$ cat config.mk
export PLATFORM = sky130hd
export DESIGN_NAME = indexed_list_with_sort_unit
export DESIGN_NICKNAME = d
export VERILOG_FILES = /design/src/rtl/core/ilsort_pkg.sv /design/src/rtl/core/ilsort_ram.sv /design/src/rtl/core/indexed_list_with_sort_unit.sv
export VERILOG_INCLUDE_DIRS = /design/src /design/src/rtl/core
export SDC_FILE = /design/constraint.sdc
export NUM_CORES = 2
export LEC_CHECK = 0
export CAP_MARGIN = 20
export CORE_MARGIN = 5
export CORE_UTILIZATION = 55
export CTS_CLUSTER_SIZE = 30
export DETAILED_ROUTE_END_ITERATION = 8
export DONT_BUFFER_PORTS = 1
export GPL_TIMING_DRIVEN = 1
export PLACE_DENSITY_LB_ADDON = 0.1
export SLEW_MARGIN = 20
export SYNTH_ARGS = -nofsm -noshare
export SYNTH_HDL_FRONTEND = slang
export SYNTH_SLANG_ARGS = --single-unit
export TNS_END_PERCENT = 10
$ cat constraint.sdc
create_clock -name i_clk -period 7.7 [get_ports i_clk]
set_input_delay 0.385 -clock i_clk [delete_from_list [all_inputs] [get_ports i_clk]]
set_output_delay 0.385 -clock i_clk [all_outputs]
set_load 0.005 [all_outputs]
$ cat src/rtl/core/assert_macros.svh
// Assertion macros for the RTL files of the list unit.
// No dependencies; included by the files that assert.
`ifndef ASSERT_MACROS_SVH
`define ASSERT_MACROS_SVH

// Condition that must hold at every clock edge out of reset.
`define ASSERT_HOLDS(lbl, clk, rst_n, prop, msg) \
    lbl: assert property (@(posedge clk) disable iff (!rst_n) (prop)) else $error(msg);

// Same-cycle implication.
`define ASSERT_IMPLIES(lbl, clk, rst_n, ante, cons, msg) \
    lbl: assert property (@(posedge clk) disable iff (!rst_n) (ante) |-> (cons)) \
        else $error(msg);

// Next-cycle implication.
`define ASSERT_NEXT(lbl, clk, rst_n, ante, cons, msg) \
    lbl: assert property (@(posedge clk) disable iff (!rst_n) (ante) |=> (cons)) \
        else $error(msg);

`endif

$ cat src/rtl/core/ilsort_pkg.sv
// Package of the indexed list unit: field widths, operation and status codes,
// and the stored entry layout. No dependencies.
package ilsort_pkg;

    localparam int MODE_W   = 3;
    localparam int POS_W    = 6;
    localparam int DATA_W   = 32;
    localparam int COUNT_W  = 7;
    localparam int STATUS_W = 2;

    // Operation codes
    localparam logic [MODE_W-1:0] MODE_GET    = 3'd0;
    localparam logic [MODE_W-1:0] MODE_SET    = 3'd1;
    localparam logic [MODE_W-1:0] MODE_INSERT = 3'd2;
    localparam logic [MODE_W-1:0] MODE_REMOVE = 3'd3;
    localparam logic [MODE_W-1:0] MODE_APPEND = 3'd4;
    localparam logic [MODE_W-1:0] MODE_SORT   = 3'd5;

    // Status codes
    localparam logic [STATUS_W-1:0] ST_OK        = 2'd0;
    localparam logic [STATUS_W-1:0] ST_BAD_INDEX = 2'd1;
    localparam logic [STATUS_W-1:0] ST_FULL      = 2'd2;
    localparam logic [STATUS_W-1:0] ST_REFUSED   = 2'd3;

    // One stored entry: fill flag over the value
    typedef struct packed {
        logic              present;
        logic [DATA_W-1:0] value;
    } t_entry;

    localparam int ENTRY_W = $bits(t_entry);

endpackage

$ cat src/rtl/core/ilsort_ram.sv
// Generic single-write, single-read RAM with registered read data.
// No dependencies; used by the list unit for its entry storage.
module ilsort_ram #(
    parameter int WIDTH = 33,
    parameter int DEPTH = 64
) (
    input  logic                     i_clk,
    input  logic                     i_wr_en,
    input  logic [$clog2(DEPTH)-1:0] i_wr_addr,
    input  logic [WIDTH-1:0]         i_wr_data,
    input  logic [$clog2(DEPTH)-1:0] i_rd_addr,
    output logic [WIDTH-1:0]         o_rd_data
);

    logic [WIDTH-1:0] r_mem [DEPTH];
    logic [WIDTH-1:0] r_rd_data;

    // Write port, read port with old data on a same-address collision
    always_ff @(posedge i_clk) begin
        if (i_wr_en) begin
            r_mem[i_wr_addr] <= i_wr_data;
        end
        r_rd_data <= r_mem[i_rd_addr];
    end

    assign o_rd_data = r_rd_data;

endmodule

$ cat src/rtl/core/indexed_list_with_sort_unit.sv
// Top level of the indexed list unit: request decode, shift/sort sequencer,
// result register. Depends on ilsort_pkg, ilsort_ram and assert_macros.svh.
//
// Input channel (i_in_valid / o_in_ready) carries one request: mode, position
// and value. Output channel (o_out_valid / i_out_ready) returns one result per
// request: read value, present flag, entry count after the request, status.
// One request is worked at a time; o_in_ready is high only while idle, even
// while a finished result still waits in the output register.
// Get reads its entry from the RAM; set, append, insert at end, remove of the
// last entry and a failed request finish without a walk over the list.
// Insert inside the list moves the tail up entry by entry, top entry first;
// insert past the end pads the gap with empty entries before the new value.
// Remove inside the list moves the tail down entry by entry.
// Sort first checks that every entry is filled, stopping at an empty one,
// then runs bubble passes, each one entry shorter than the last, at most
// count - 1 passes, stopping early on a pass with no swap.
// Data moves through one RAM write and one read port a cycle; the sort uses a
// single signed comparator against a held element.
// Reset empties the list at once; no clearing pass. A stalled receiver holds
// the result in the output register and the next result waits behind it.
`include "assert_macros.svh"

module indexed_list_with_sort_unit #(
    parameter int CAPACITY = 64
) (
    input  logic                               i_clk,
    input  logic                               i_rst_n,
    input  logic                               i_in_valid,
    output logic                               o_in_ready,
    input  logic [ilsort_pkg::MODE_W-1:0]      i_mode,
    input  logic [ilsort_pkg::POS_W-1:0]       i_position,
    input  logic signed [ilsort_pkg::DATA_W-1:0] i_value,
    output logic                               o_out_valid,
    input  logic                               i_out_ready,
    output logic signed [ilsort_pkg::DATA_W-1:0] o_read_value,
    output logic                               o_present,
    output logic [ilsort_pkg::COUNT_W-1:0]     o_count,
    output logic [ilsort_pkg::STATUS_W-1:0]    o_status
);

    import ilsort_pkg::*;

    localparam int AW    = $clog2(CAPACITY);
    localparam int CW    = $clog2(CAPACITY + 1);
    localparam int CMP_W = ((CW > POS_W) ? CW : POS_W) + 1;
    localparam int OW    = CW + COUNT_W;

    typedef enum logic [3:0] {
        S_IDLE, S_GET, S_PAD, S_SHUP, S_SHDN, S_SCAN, S_PLOAD, S_PASS, S_PEND, S_OUT
    } t_state;

    t_state              r_state, n_state;
    logic [CW-1:0]       r_count, n_count;
    logic [CW-1:0]       r_idx, n_idx;
    logic [CW-1:0]       r_pos, n_pos;
    logic [CW-1:0]       r_last, n_last;
    logic [DATA_W-1:0]   r_val, n_val;
    logic [DATA_W-1:0]   r_hold, n_hold;
    logic                r_swapped, n_swapped;
    logic [DATA_W-1:0]   r_res_value, n_res_value;
    logic                r_res_present, n_res_present;
    logic [STATUS_W-1:0] r_res_status, n_res_status;
    logic                r_out_valid, n_out_valid;
    logic [DATA_W-1:0]   r_out_value, n_out_value;
    logic                r_out_present, n_out_present;
    logic [COUNT_W-1:0]  r_out_count, n_out_count;
    logic [STATUS_W-1:0] r_out_status, n_out_status;

    logic                ram_wr_en;
    logic [AW-1:0]       ram_wr_addr;
    t_entry              ram_wr_data;
    logic [AW-1:0]       ram_rd_addr;
    logic [ENTRY_W-1:0]  ram_rd_data;
    t_entry              rd_q;

    logic [CMP_W-1:0]    pos_ext, pos_p1, cnt_ext, cap_c;
    logic [AW-1:0]       pos_addr, pos_p1_addr;
    logic                in_range, pos_fits, is_full;
    logic [CW-1:0]       cnt_p1, cnt_m1, idx_p1, idx_p2, idx_m1, idx_m2;
    logic [OW-1:0]       cnt_wide;
    logic                cmp_less;

    // Entry storage
    ilsort_ram #(
        .WIDTH (ENTRY_W),
        .DEPTH (CAPACITY)
    ) u_ram (
        .i_clk     (i_clk),
        .i_wr_en   (ram_wr_en),
        .i_wr_addr (ram_wr_addr),
        .i_wr_data (ram_wr_data),
        .i_rd_addr (ram_rd_addr),
        .o_rd_data (ram_rd_data)
    );

    assign rd_q = t_entry'(ram_rd_data);

    // Index arithmetic and range checks
    assign pos_ext     = CMP_W'(i_position);
    assign cnt_ext     = CMP_W'(r_count);
    assign cap_c       = CMP_W'(CAPACITY);
    assign pos_p1      = pos_ext + CMP_W'(1);
    assign pos_addr    = pos_ext[AW-1:0];
    assign pos_p1_addr = pos_p1[AW-1:0];
    assign in_range    = (pos_ext < cnt_ext);
    assign pos_fits    = (pos_ext < cap_c);
    assign is_full     = (cnt_ext >= cap_c);
    assign cnt_p1      = r_count + CW'(1);
    assign cnt_m1      = r_count - CW'(1);
    assign idx_p1      = r_idx + CW'(1);
    assign idx_p2      = r_idx + CW'(2);
    assign idx_m1      = r_idx - CW'(1);
    assign idx_m2      = r_idx - CW'(2);
    assign cnt_wide    = OW'(r_count);

    // Shared signed comparator for the sort passes
    assign cmp_less = ($signed(rd_q.value) < $signed(r_hold));

    // Sequencer next state
    always_comb begin
        n_state       = r_state;
        n_count       = r_count;
        n_idx         = r_idx;
        n_pos         = r_pos;
        n_last        = r_last;
        n_val         = r_val;
        n_hold        = r_hold;
        n_swapped     = r_swapped;
        n_res_value   = r_res_value;
        n_res_present = r_res_present;
        n_res_status  = r_res_status;
        n_out_valid   = r_out_valid;
        n_out_value   = r_out_value;
        n_out_present = r_out_present;
        n_out_count   = r_out_count;
        n_out_status  = r_out_status;
        ram_wr_en     = 1'b0;
        ram_wr_addr   = r_idx[AW-1:0];
        ram_wr_data   = '0;
        ram_rd_addr   = r_idx[AW-1:0];

        if (r_out_valid && i_out_ready) begin
            n_out_valid = 1'b0;
        end

        case (r_state)
            S_IDLE: begin
                if (i_in_valid) begin
                    n_pos         = pos_ext[CW-1:0];
                    n_val         = i_value;
                    n_res_value   = '0;
                    n_res_present = 1'b0;
                    n_res_status  = ST_OK;
                    n_state       = S_OUT;
                    case (i_mode)
                        MODE_GET: begin
                            if (!in_range) begin
                                n_res_status = ST_BAD_INDEX;
                            end else begin
                                ram_rd_addr = pos_addr;
                                n_state     = S_GET;
                            end
                        end
                        MODE_SET: begin
                            if (!in_range) begin
                                n_res_status = ST_BAD_INDEX;
                            end else begin
                                ram_wr_en   = 1'b1;
                                ram_wr_addr = pos_addr;
                                ram_wr_data = '{present: 1'b1, value: i_value};
                            end
                        end
                        MODE_INSERT: begin
                            if (!pos_fits) begin
                                n_res_status = ST_BAD_INDEX;
                            end else if (pos_ext > cnt_ext) begin
                                // pad the gap with empty entries
                                n_idx   = r_count;
                                n_count = pos_p1[CW-1:0];
                                n_state = S_PAD;
                            end else if (is_full) begin
                                n_res_status = ST_FULL;
                            end else if (pos_ext == cnt_ext) begin
                                ram_wr_en   = 1'b1;
                                ram_wr_addr = pos_addr;
                                ram_wr_data = '{present: 1'b1, value: i_value};
                                n_count     = cnt_p1;
                            end else begin
                                // move the tail up, top entry first
                                ram_rd_addr = cnt_m1[AW-1:0];
                                n_idx       = r_count;
                                n_count     = cnt_p1;
                                n_state     = S_SHUP;
                            end
                        end
                        MODE_REMOVE: begin
                            if (!in_range) begin
                                n_res_status = ST_BAD_INDEX;
                            end else begin
                                n_count = cnt_m1;
                                if (pos_p1 != cnt_ext) begin
                                    ram_rd_addr = pos_p1_addr;
                                    n_idx       = pos_ext[CW-1:0];
                                    n_state     = S_SHDN;
                                end
                            end
                        end
                        MODE_APPEND: begin
                            if (is_full) begin
                                n_res_status = ST_FULL;
                            end else begin
                                ram_wr_en   = 1'b1;
                                ram_wr_addr = r_count[AW-1:0];
                                ram_wr_data = '{present: 1'b1, value: i_value};
                                n_count     = cnt_p1;
                            end
                        end
                        MODE_SORT: begin
                            if (r_count != '0) begin
                                ram_rd_addr = '0;
                                n_idx       = '0;
                                n_state     = S_SCAN;
                            end
                        end
                        default: begin
                        end
                    endcase
                end
            end

            // Read data for a get
            S_GET: begin
                n_res_present = rd_q.present;
                n_res_value   = rd_q.present ? rd_q.value : '0;
                n_state       = S_OUT;
            end

            // Fill empties up to the position, then the new value
            S_PAD: begin
                ram_wr_en   = 1'b1;
                ram_wr_addr = r_idx[AW-1:0];
                if (r_idx == r_pos) begin
                    ram_wr_data = '{present: 1'b1, value: r_val};
                    n_state     = S_OUT;
                end else begin
                    ram_wr_data = '0;
                    n_idx       = idx_p1;
                end
            end

            // Shift up: entry idx-1 lands at idx, then the new value at position
            S_SHUP: begin
                ram_wr_en = 1'b1;
                if (r_idx == r_pos) begin
                    ram_wr_addr = r_pos[AW-1:0];
                    ram_wr_data = '{present: 1'b1, value: r_val};
                    n_state     = S_OUT;
                end else begin
                    ram_wr_addr = r_idx[AW-1:0];
                    ram_wr_data = rd_q;
                    ram_rd_addr = idx_m2[AW-1:0];
                    n_idx       = idx_m1;
                end
            end

            // Shift down: entry idx+1 lands at idx
            S_SHDN: begin
                ram_wr_en   = 1'b1;
                ram_wr_addr = r_idx[AW-1:0];
                ram_wr_data = rd_q;
                if (idx_p1 == r_count) begin
                    n_state = S_OUT;
                end else begin
                    ram_rd_addr = idx_p2[AW-1:0];
                    n_idx       = idx_p1;
                end
            end

            // Check every entry is filled before sorting
            S_SCAN: begin
                if (!rd_q.present) begin
                    n_res_status = ST_REFUSED;
                    n_state      = S_OUT;
                end else if (idx_p1 == r_count) begin
                    if (r_count == CW'(1)) begin
                        n_state = S_OUT;
                    end else begin
                        n_last      = cnt_m1;
                        ram_rd_addr = '0;
                        n_state     = S_PLOAD;
                    end
                end else begin
                    ram_rd_addr = idx_p1[AW-1:0];
                    n_idx       = idx_p1;
                end
            end

            // Start of a bubble pass: hold entry 0
            S_PLOAD: begin
                n_hold      = rd_q.value;
                n_swapped   = 1'b0;
                ram_rd_addr = AW'(1);
                n_idx       = CW'(1);
                n_state     = S_PASS;
            end

            // Bubble step: smaller goes down, larger stays held
            S_PASS: begin
                ram_wr_en   = 1'b1;
                ram_wr_addr = idx_m1[AW-1:0];
                if (cmp_less) begin
                    ram_wr_data = '{present: 1'b1, value: rd_q.value};
                    n_swapped   = 1'b1;
                end else begin
                    ram_wr_data = '{present: 1'b1, value: r_hold};
                    n_hold      = rd_q.value;
                end
                if (r_idx == r_last) begin
                    n_state = S_PEND;
                end else begin
                    ram_rd_addr = idx_p1[AW-1:0];
                    n_idx       = idx_p1;
                end
            end

            // End of pass: park the largest at the top
            S_PEND: begin
                ram_wr_en   = 1'b1;
                ram_wr_addr = r_last[AW-1:0];
                ram_wr_data = '{present: 1'b1, value: r_hold};
                if (!r_swapped || (r_last == CW'(1))) begin
                    n_state = S_OUT;
                end else begin
                    n_last      = r_last - CW'(1);
                    ram_rd_addr = '0;
                    n_state     = S_PLOAD;
                end
            end

            // Hand the result to the output register
            S_OUT: begin
                if (!r_out_valid || i_out_ready) begin
                    n_out_valid   = 1'b1;
                    n_out_value   = r_res_value;
                    n_out_present = r_res_present;
                    n_out_count   = cnt_wide[COUNT_W-1:0];
                    n_out_status  = r_res_status;
                    n_state       = S_IDLE;
                end
            end

            default: begin
                n_state = S_IDLE;
            end
        endcase
    end

    // State and registered outputs
    always_ff @(posedge i_clk) begin
        r_idx         <= n_idx;
        r_pos         <= n_pos;
        r_last        <= n_last;
        r_val         <= n_val;
        r_hold        <= n_hold;
        r_swapped     <= n_swapped;
        r_res_value   <= n_res_value;
        r_res_present <= n_res_present;
        r_res_status  <= n_res_status;
        r_out_value   <= n_out_value;
        r_out_present <= n_out_present;
        r_out_count   <= n_out_count;
        r_out_status  <= n_out_status;
        if (!i_rst_n) begin
            r_state     <= S_IDLE;
            r_count     <= '0;
            r_out_valid <= 1'b0;
        end else begin
            r_state     <= n_state;
            r_count     <= n_count;
            r_out_valid <= n_out_valid;
        end
    end

    assign o_in_ready   = (r_state == S_IDLE);
    assign o_out_valid  = r_out_valid;
    assign o_read_value = r_out_value;
    assign o_present    = r_out_present;
    assign o_count      = r_out_count;
    assign o_status     = r_out_status;

    // Checks
    `ASSERT_HOLDS(a_count_bound, i_clk, i_rst_n, r_count <= CAPACITY, "count above capacity")
    `ASSERT_NEXT(a_busy_after_req, i_clk, i_rst_n, i_in_valid && o_in_ready, !o_in_ready, "ready after request")
    `ASSERT_IMPLIES(a_wr_addr_bound, i_clk, i_rst_n, ram_wr_en, ram_wr_addr < CAPACITY, "write past capacity")
    `ASSERT_IMPLIES(a_pass_bound, i_clk, i_rst_n, r_state == S_PASS, (r_idx <= r_last) && (r_last != '0), "pass index out of range")
    `ASSERT_IMPLIES(a_present_ok, i_clk, i_rst_n, o_out_valid && o_present, o_status == ST_OK, "present with error status")

endmodule
# ---- Yosys cells after proc, flatten, opt, wreduce, memory -nomap -nowiden
# Memories as Yosys holds them, arrays and structs flattened. A register that Yosys moved wholly into a read port is not among the register bits.
# Cells that the tools add are included.
dict set report totals {
  regBits 174
  ramBits 2112
  out_inout_bits 44
  memories 1
}
# name words width rd rd_clocked_by_memory_dff write_ports line_no
set mem_list {}
lappend mem_list {u_ram.r_mem 64 33 1 1 1 ilsort_ram.sv:15} ;# logic [WIDTH-1:0] r_mem [DEPTH];
dict set report op_classes {
  n_addsub 8
  order_cmp 5
  n_eq_ne 46
  n_mux 114
  n_reduce_logical 27
}
# operator count
set op_table {}
lappend op_table {{two-way mux 33 bit} 9}
lappend op_table {{case mux 33 bit (6 select lines)} 1}
lappend op_table {{two-way mux 7 bit} 21}
lappend op_table {{two-way mux 6 bit} 23}
lappend op_table {{two-way mux 32 bit} 4}
lappend op_table {{case mux 32 bit (2 select lines)} 2}
lappend op_table {{case mux 33 bit (3 select lines)} 1}
lappend op_table {{two-way mux 4 bit} 17}
lappend op_table {{case mux 7 bit (7 select lines)} 1}
lappend op_table {{case mux 6 bit (4 select lines)} 2}
lappend op_table {{case mux 6 bit (7 select lines)} 1}
lappend op_table {{case mux 7 bit (3 select lines)} 2}
lappend op_table {{case mux 4 bit (9 select lines)} 1}
lappend op_table {{< comparator 32 bit} 1}
lappend op_table {{inequality test 2 bit (second input constant)} 15}
lappend op_table {{subtractor 7 x 1 -> 7 bit (second input constant)} 3}
lappend op_table {{case mux 6 bit (3 select lines)} 1}
lappend op_table {{== test 4 x 3 -> 1 bit (second input constant)} 4}
lappend op_table {{case mux 4 bit (4 select lines)} 1}
lappend op_table {{two-way mux 1 bit} 15}
lappend op_table {{inequality test 3 bit (second input constant)} 5}
lappend op_table {{adder 7 x 1 -> 7 bit (second input constant)} 2}
lappend op_table {{== test 7 x 1 -> 1 bit (second input constant)} 2}
lappend op_table {{== test 7 bit} 2}
lappend op_table {{other kinds (41)} 64}

# ---- Depth between registers and ports, before layout
dict set report depth {
  ltp_word 10
  depth_mapped 20
  depth_no_buf 14
}

# ---- Hierarchy
# A second synthesis with hierarchy kept.
dict set report unflattened {
  hier_cells 4658
  hier_area_um2 91961.9
}
# mod instances cells_each area_per_inst_um2 seq_area_each_um2
set by_module_without_submodules {}
lappend by_module_without_submodules {ilsort_ram 1 3610 81094.0 64081.5}
lappend by_module_without_submodules {indexed_list_with_sort_unit 1 1048 10867.9 5104.9}

# ---- Worst setup path before layout
# No wires, ideal clock.
dict set report synth_path {
  path_kind {flip-flop to flip-flop}
  startpoint {register r_count[5]}
  endpoint {memory u_ram.r_mem[14][0], enable pin}
  setup_ns 0.464
  arrival_time_ns 5.458
  setup_slack_ns 1.778
  path_stages_with_launch 18
  n_path_buf 4
  cell_sequence {dfxtp_1 > buf_2 > inv_1 > ha_1 > and3b_1 > clkbuf_1 > and2_1 > clkbuf_1 > mux2i_1 > o221ai_1 > nor2_1 > nor2_1 > a21oi_1 > o21ai_0 > inv_1 > or3_1 > clkbuf_1 > nor3_1}
}
dict set report synth_between {
  elab_chain_len 10
  word_cells_on_any_way 24
  cone_classes {3 x order compare; 1 x eq/ne; 20 x mux}
}
# element line_no
set synth_rtl {}
lappend synth_rtl {{start: declaration} indexed_list_with_sort_unit.sv:53} ;# logic [CW-1:0] r_count, n_count;
lappend synth_rtl {{start signal: assignment} indexed_list_with_sort_unit.sv:379} ;# r_count <= n_count;
lappend synth_rtl {{branches (longest 10 deep; another with >= comparator 7 bit)} n/a}
lappend synth_rtl {{end: declaration} ilsort_ram.sv:15}
# Parallel ways; which one is timed is not known.

# ---- Worst setup path after layout
dict set report layout_path {
  startpoint {register r_state[0]}
  endpoint {register u_ram.r_rd_data[7] (netlist: u_ram.o_rd_data[7]) (read register of u_ram.r_mem)}
}
dict set report layout_between {
  elab_chain_len 2
  word_cells_on_any_way 8
  cone_classes {6 x eq/ne; 1 x mux; 1 x reduce/logical}
}
# element line_no
set layout_rtl {}
lappend layout_rtl {{start: declaration} indexed_list_with_sort_unit.sv:52} ;# t_state r_state, n_state;
lappend layout_rtl {{start signal: assignment} indexed_list_with_sort_unit.sv:378} ;# r_state <= n_state;
lappend layout_rtl {{logical NOT 4 bit} n/a}
lappend layout_rtl {{net o_in_ready} indexed_list_with_sort_unit.sv:29} ;# output logic o_in_ready,
lappend layout_rtl {{case mux 6 bit (7 select lines)} indexed_list_with_sort_unit.sv:146} ;# case (r_state)
lappend layout_rtl {{end: declaration} ilsort_ram.sv:16} ;# logic [WIDTH-1:0] r_rd_data;
# The timed path passes the listed nets, and every way through them passes these cells.
# A chain may end at the register's enable or synchronous reset.

==> flow_metrics.py <==
metrics = {
    "clock_tree": {
        "clockBufferDepth": 3,
        "clk_pin_slew_ps": 60,
        "cts_tree": "built",
        "numClockSinks": 2319,
        "cts_root_buf": "clkbuf_16",
        "worstSkewPairLatency_ps": 880,
        "cts_made_buffers": 230,
        "cts-htree-levels": 4,
    },
    "floorplan": {
        "dieHeight_um": 431,
        "core_area_mm2": 0.176,
        "die_w_um": 431,
        "rows": 154,
        "start_util_pct": 55.3,
        "dieArea_mm2": 0.186,
        "pin_count": 89,
    },
    "min_path": {
        "hold_path_class": "in -> reg",
        "min_to": "r_count[1]",
        "hold_path.startpoint": "i_mode[2]",
        "min_path_cells": 5,
    },
    "global_route": {
        "grt_pass1_vias": 59400,
        "grt_pass1_wl_mm": 432,
        "antenna_found_initial": 14,
        "grt_max_degree": 169,
        "grt-ovfl-total": 0,
        "grt.total_usage_pct": 31.7,
    },
    "timing": {
        "layout_setup_ws_ps": 1260,
        "timing.hold.ws_ps": 85.6,
        "totalNegativeSetupSlack_ps": 0,
        "fin_crit_ps": 6440,
        "worstMarginPinSlew_ps": 1160,
        "rsz0062_at_grt": "no",
        "setup_violations": 0,
        "slew_headroom_pct": 22.7,
        "period_share_pct": 83.6,
        "fmax_ghz": 0.155,
        "fin_skew_ps": 47.3,
        "drv_slew": 0,
        "hold_violations": 0,
    },
    "yosys": {
        "synth_top_area_share_pct": 70.1,
        "syn_inst": 6482,
        "synth.avg_cell_area_um2": 15.0,
        "yosysSeqAreaShare_pct": 71.0,
        "synth.distinct_cells": 91,
        "synth_seq_cells": 2319,
        "yosys-top-cells-count": "2274 x edfxtp_1, 601 x and3_1, 549 x a211oi_1",
        "synth.most_common_cell": "edfxtp_1",
        "syn_area_mm2": 0.0975,
        "synth_area_leader_cell": "edfxtp_1",
        "postSynth.asyncResetShare_pct": 0,
        "synth_flop_cell": "edfxtp_1",
        "syn_nets": 6575,
        "synth_edf_count": 2274,
        "synth_area_leaders": "edfxtp_1 70%, a211oi_1 4.2%, and3_1 3.9%",
        "yosysWarnings": 0,
    },
    "routing": {
        "drtPass1Iterations": 6,
        "drt_iter0_drc": 8787,
        "via_per_inst": 6.93,
        "route.detailed.drc": 0,
        "finalWirelength_mm": 300,
        "antenna_left": 0,
        "vias": 62400,
        "wl_per_cell_um": 33.4,
    },
    "worst_setup_path": {
        "critical_path_class": "reg -> reg",
        "crit_buf_inv": 3,
        "critical-path-slowest-cell": "nor2_8",
        "startpoint_type": "flip-flop",
        "reg2reg_depth": 15,
        "cp_data_arrival_time_ps": 7010,
        "critPathTopFamily": "simple AND/OR/NAND/NOR gates",
        "crit_fanout": 65,
        "worstPathCellList": "nor3_2 -> nand2b_1 -> inv_2 -> nand2_1 -> inv_2 -> o21a_1 -> o2111ai_1 -> o211ai_1 -> a221o_4 -> nor2_8 -> buf_12 -> mux2_2 -> o211ai_1 -> a41o_1 -> nand4_1",
        "endpoint_kind": "flip-flop",
        "max_stage_delay_ps": 910,
        "startpoint": "r_state[0]",
        "reg2reg_from": "r_state[0]",
        "r2r_setup_slack_ps": 1260,
        "worstReg2RegEnd": "u_ram.o_rd_data[7]",
        "cp.required_ps": 8270,
    },
    "place": {
        "dpl.hpwl_mm": 164,
        "dp_slack_ps": 1250,
        "portBuffers": 0,
        "placedCellCount": 8526,
        "dpl_cell_area_mm2": 0.101,
        "gp_congestion": 0.916,
    },
    "pwr": {
        "p_leak_nw": 36.2,
        "p_total_mw": 53.1,
        "p_clk_share_pct": 20.4,
        "power_frac_seq_pct": 31.4,
        "intPower_mw": 30.2,
        "p_per_area_mw_per_mm2": 487,
        "power_frac_comb_pct": 48.2,
        "ir_worst_vdd_mv": 0.953,
        "power.switching_mw": 22.9,
        "switching_share_pct": 43.1,
    },
    "cells_and_area": {
        "stdcell_area_mm2": 0.109,
        "nets": 6561,
        "nFillCells": 12900,
        "layout-drive-gt1-share_pct": 14.4,
        "area_delta_synth_final_pct": 11.8,
        "fin_cells": 8996,
        "final_util_pct": 61.8,
    },
    "job": {
        "drv_cap": 0,
    },
    "status": {
        "status": "complete, no violations",
    },
}
registers in the layout (all words and copies together) (netlist names), 2 cells and up:
name / flops
u_ram.o_rd_data: 33
r_pos: 6
o_read_value: 32
r_count: 7
r_state: 4
o_count: 7
r_last: 7
r_val: 32
r_hold: 32
r_res_status: 2
u_ram.r_mem: 2112
r_res_value: 32
o_status: 2
r_idx: 7
power by group through the flow:
stage | Combinational (mW) | Sequential (mW) | Clock (mW)
finish | 25.6 | 16.7 | 10.8
global route | 26.8 | 16.7 | 11.5
CTS | 25.0 | 16.6 | 11.0
detailed placement | 24.9 | 16.9 | 0
global placement | 24.7 | 16.9 | 0
floorplan | 15.4 | 16.6 | 0
timing repair:
item	4_1_cts	5_1_grt
resized for setup	0	0
hold buffers	47	0
buffers inserted	0	0
endpoints found under the hold margin	59	0
how the worst max path moves through the flow:
stage | end | slack, ps | cells after the start
2_1_floorplan | u_ram.r_mem[14][0] | 1780 | 17
3_3_place_gp | u_ram.o_rd_data[7] | 1230 | 16
4_1_cts | u_ram.o_rd_data[7] | 1240 | 16
6_report | u_ram.o_rd_data[7] | 1260 | 15
5_1_grt | u_ram.o_rd_data[7] | 1110 | 15
3_5_place_dp | u_ram.o_rd_data[7] | 1250 | 16
logic make-up after synthesis:
kind of cell | after synthesis | synth area share, %
AOI/OAI and AO/OA | 1602 | 12.4
xor gates and xnor gates | 56 | 0.575
adders and majority gates | 48 | 0.616
buffers and inverters | 622 | 2.81
DFF | 2319 | 71.0
muxes | 315 | 3.52
and+or+nand+nor | 1520 | 9.11
layout make-up:
cell class / instances / area [um^2] / area share, %
Clock inverter: 121 / 1150 / 1.06
Multi-Input combinational cell: 3541 / 26300 / 24.1
Clock buffer: 292 / 6080 / 5.58
Antenna cell: 7 / 17.5 / 0.0161
Inverter: 56 / 210 / 0.193
Tap cell: 2340 / 2930 / 2.69
Timing Repair Buffer: 320 / 3120 / 2.87
Sequential cell: 2319 / 69200 / 63.5
placed cells by master, fill, tap and decap left out, types with 42 or more instances in the layout:
| master | instances |
|---|---|
| and2_1 | 42 |
| a211o_1 | 180 |
| buf_4 | 222 |
| nand3_1 | 262 |
| nor3b_1 | 179 |
| ha_1 | 48 |
| a211oi_1 | 549 |
| dfxtp_1 | 45 |
| inv_1 | 52 |
| edfxtp_1 | 2274 |
| nor2_4 | 59 |
| o211ai_1 | 257 |
| clkbuf_1 | 55 |
| nand2_1 | 134 |
| o21ai_0 | 160 |
| and3_1 | 600 |
| mux2i_1 | 95 |
| nand4_1 | 50 |
| clkinv_1 | 49 |
| nor2_1 | 53 |
| dlygate4sd3_1 | 47 |
| mux2_2 | 220 |
| a21oi_1 | 120 |
| a41o_1 | 73 |
| clkbuf_16 | 232 |
| buf_12 | 48 |
tightest hold or removal path, stage by stage:
cell     delay [ps]
nand2_1          60
nor2_1           70
nand2_1          50
o21ai_0          70
o221a_2         240
routing by layer:
layer  global-route usage [%]  vias up  routed length, um
li1                         -    26200                  -
met1                     46.3    32000             123000
met2                     48.8     3608             138000
met3                     6.88      491              31000
met4                     8.63        6               7820
met5                        0        -                 40
(Power assumes the default switching activity.)
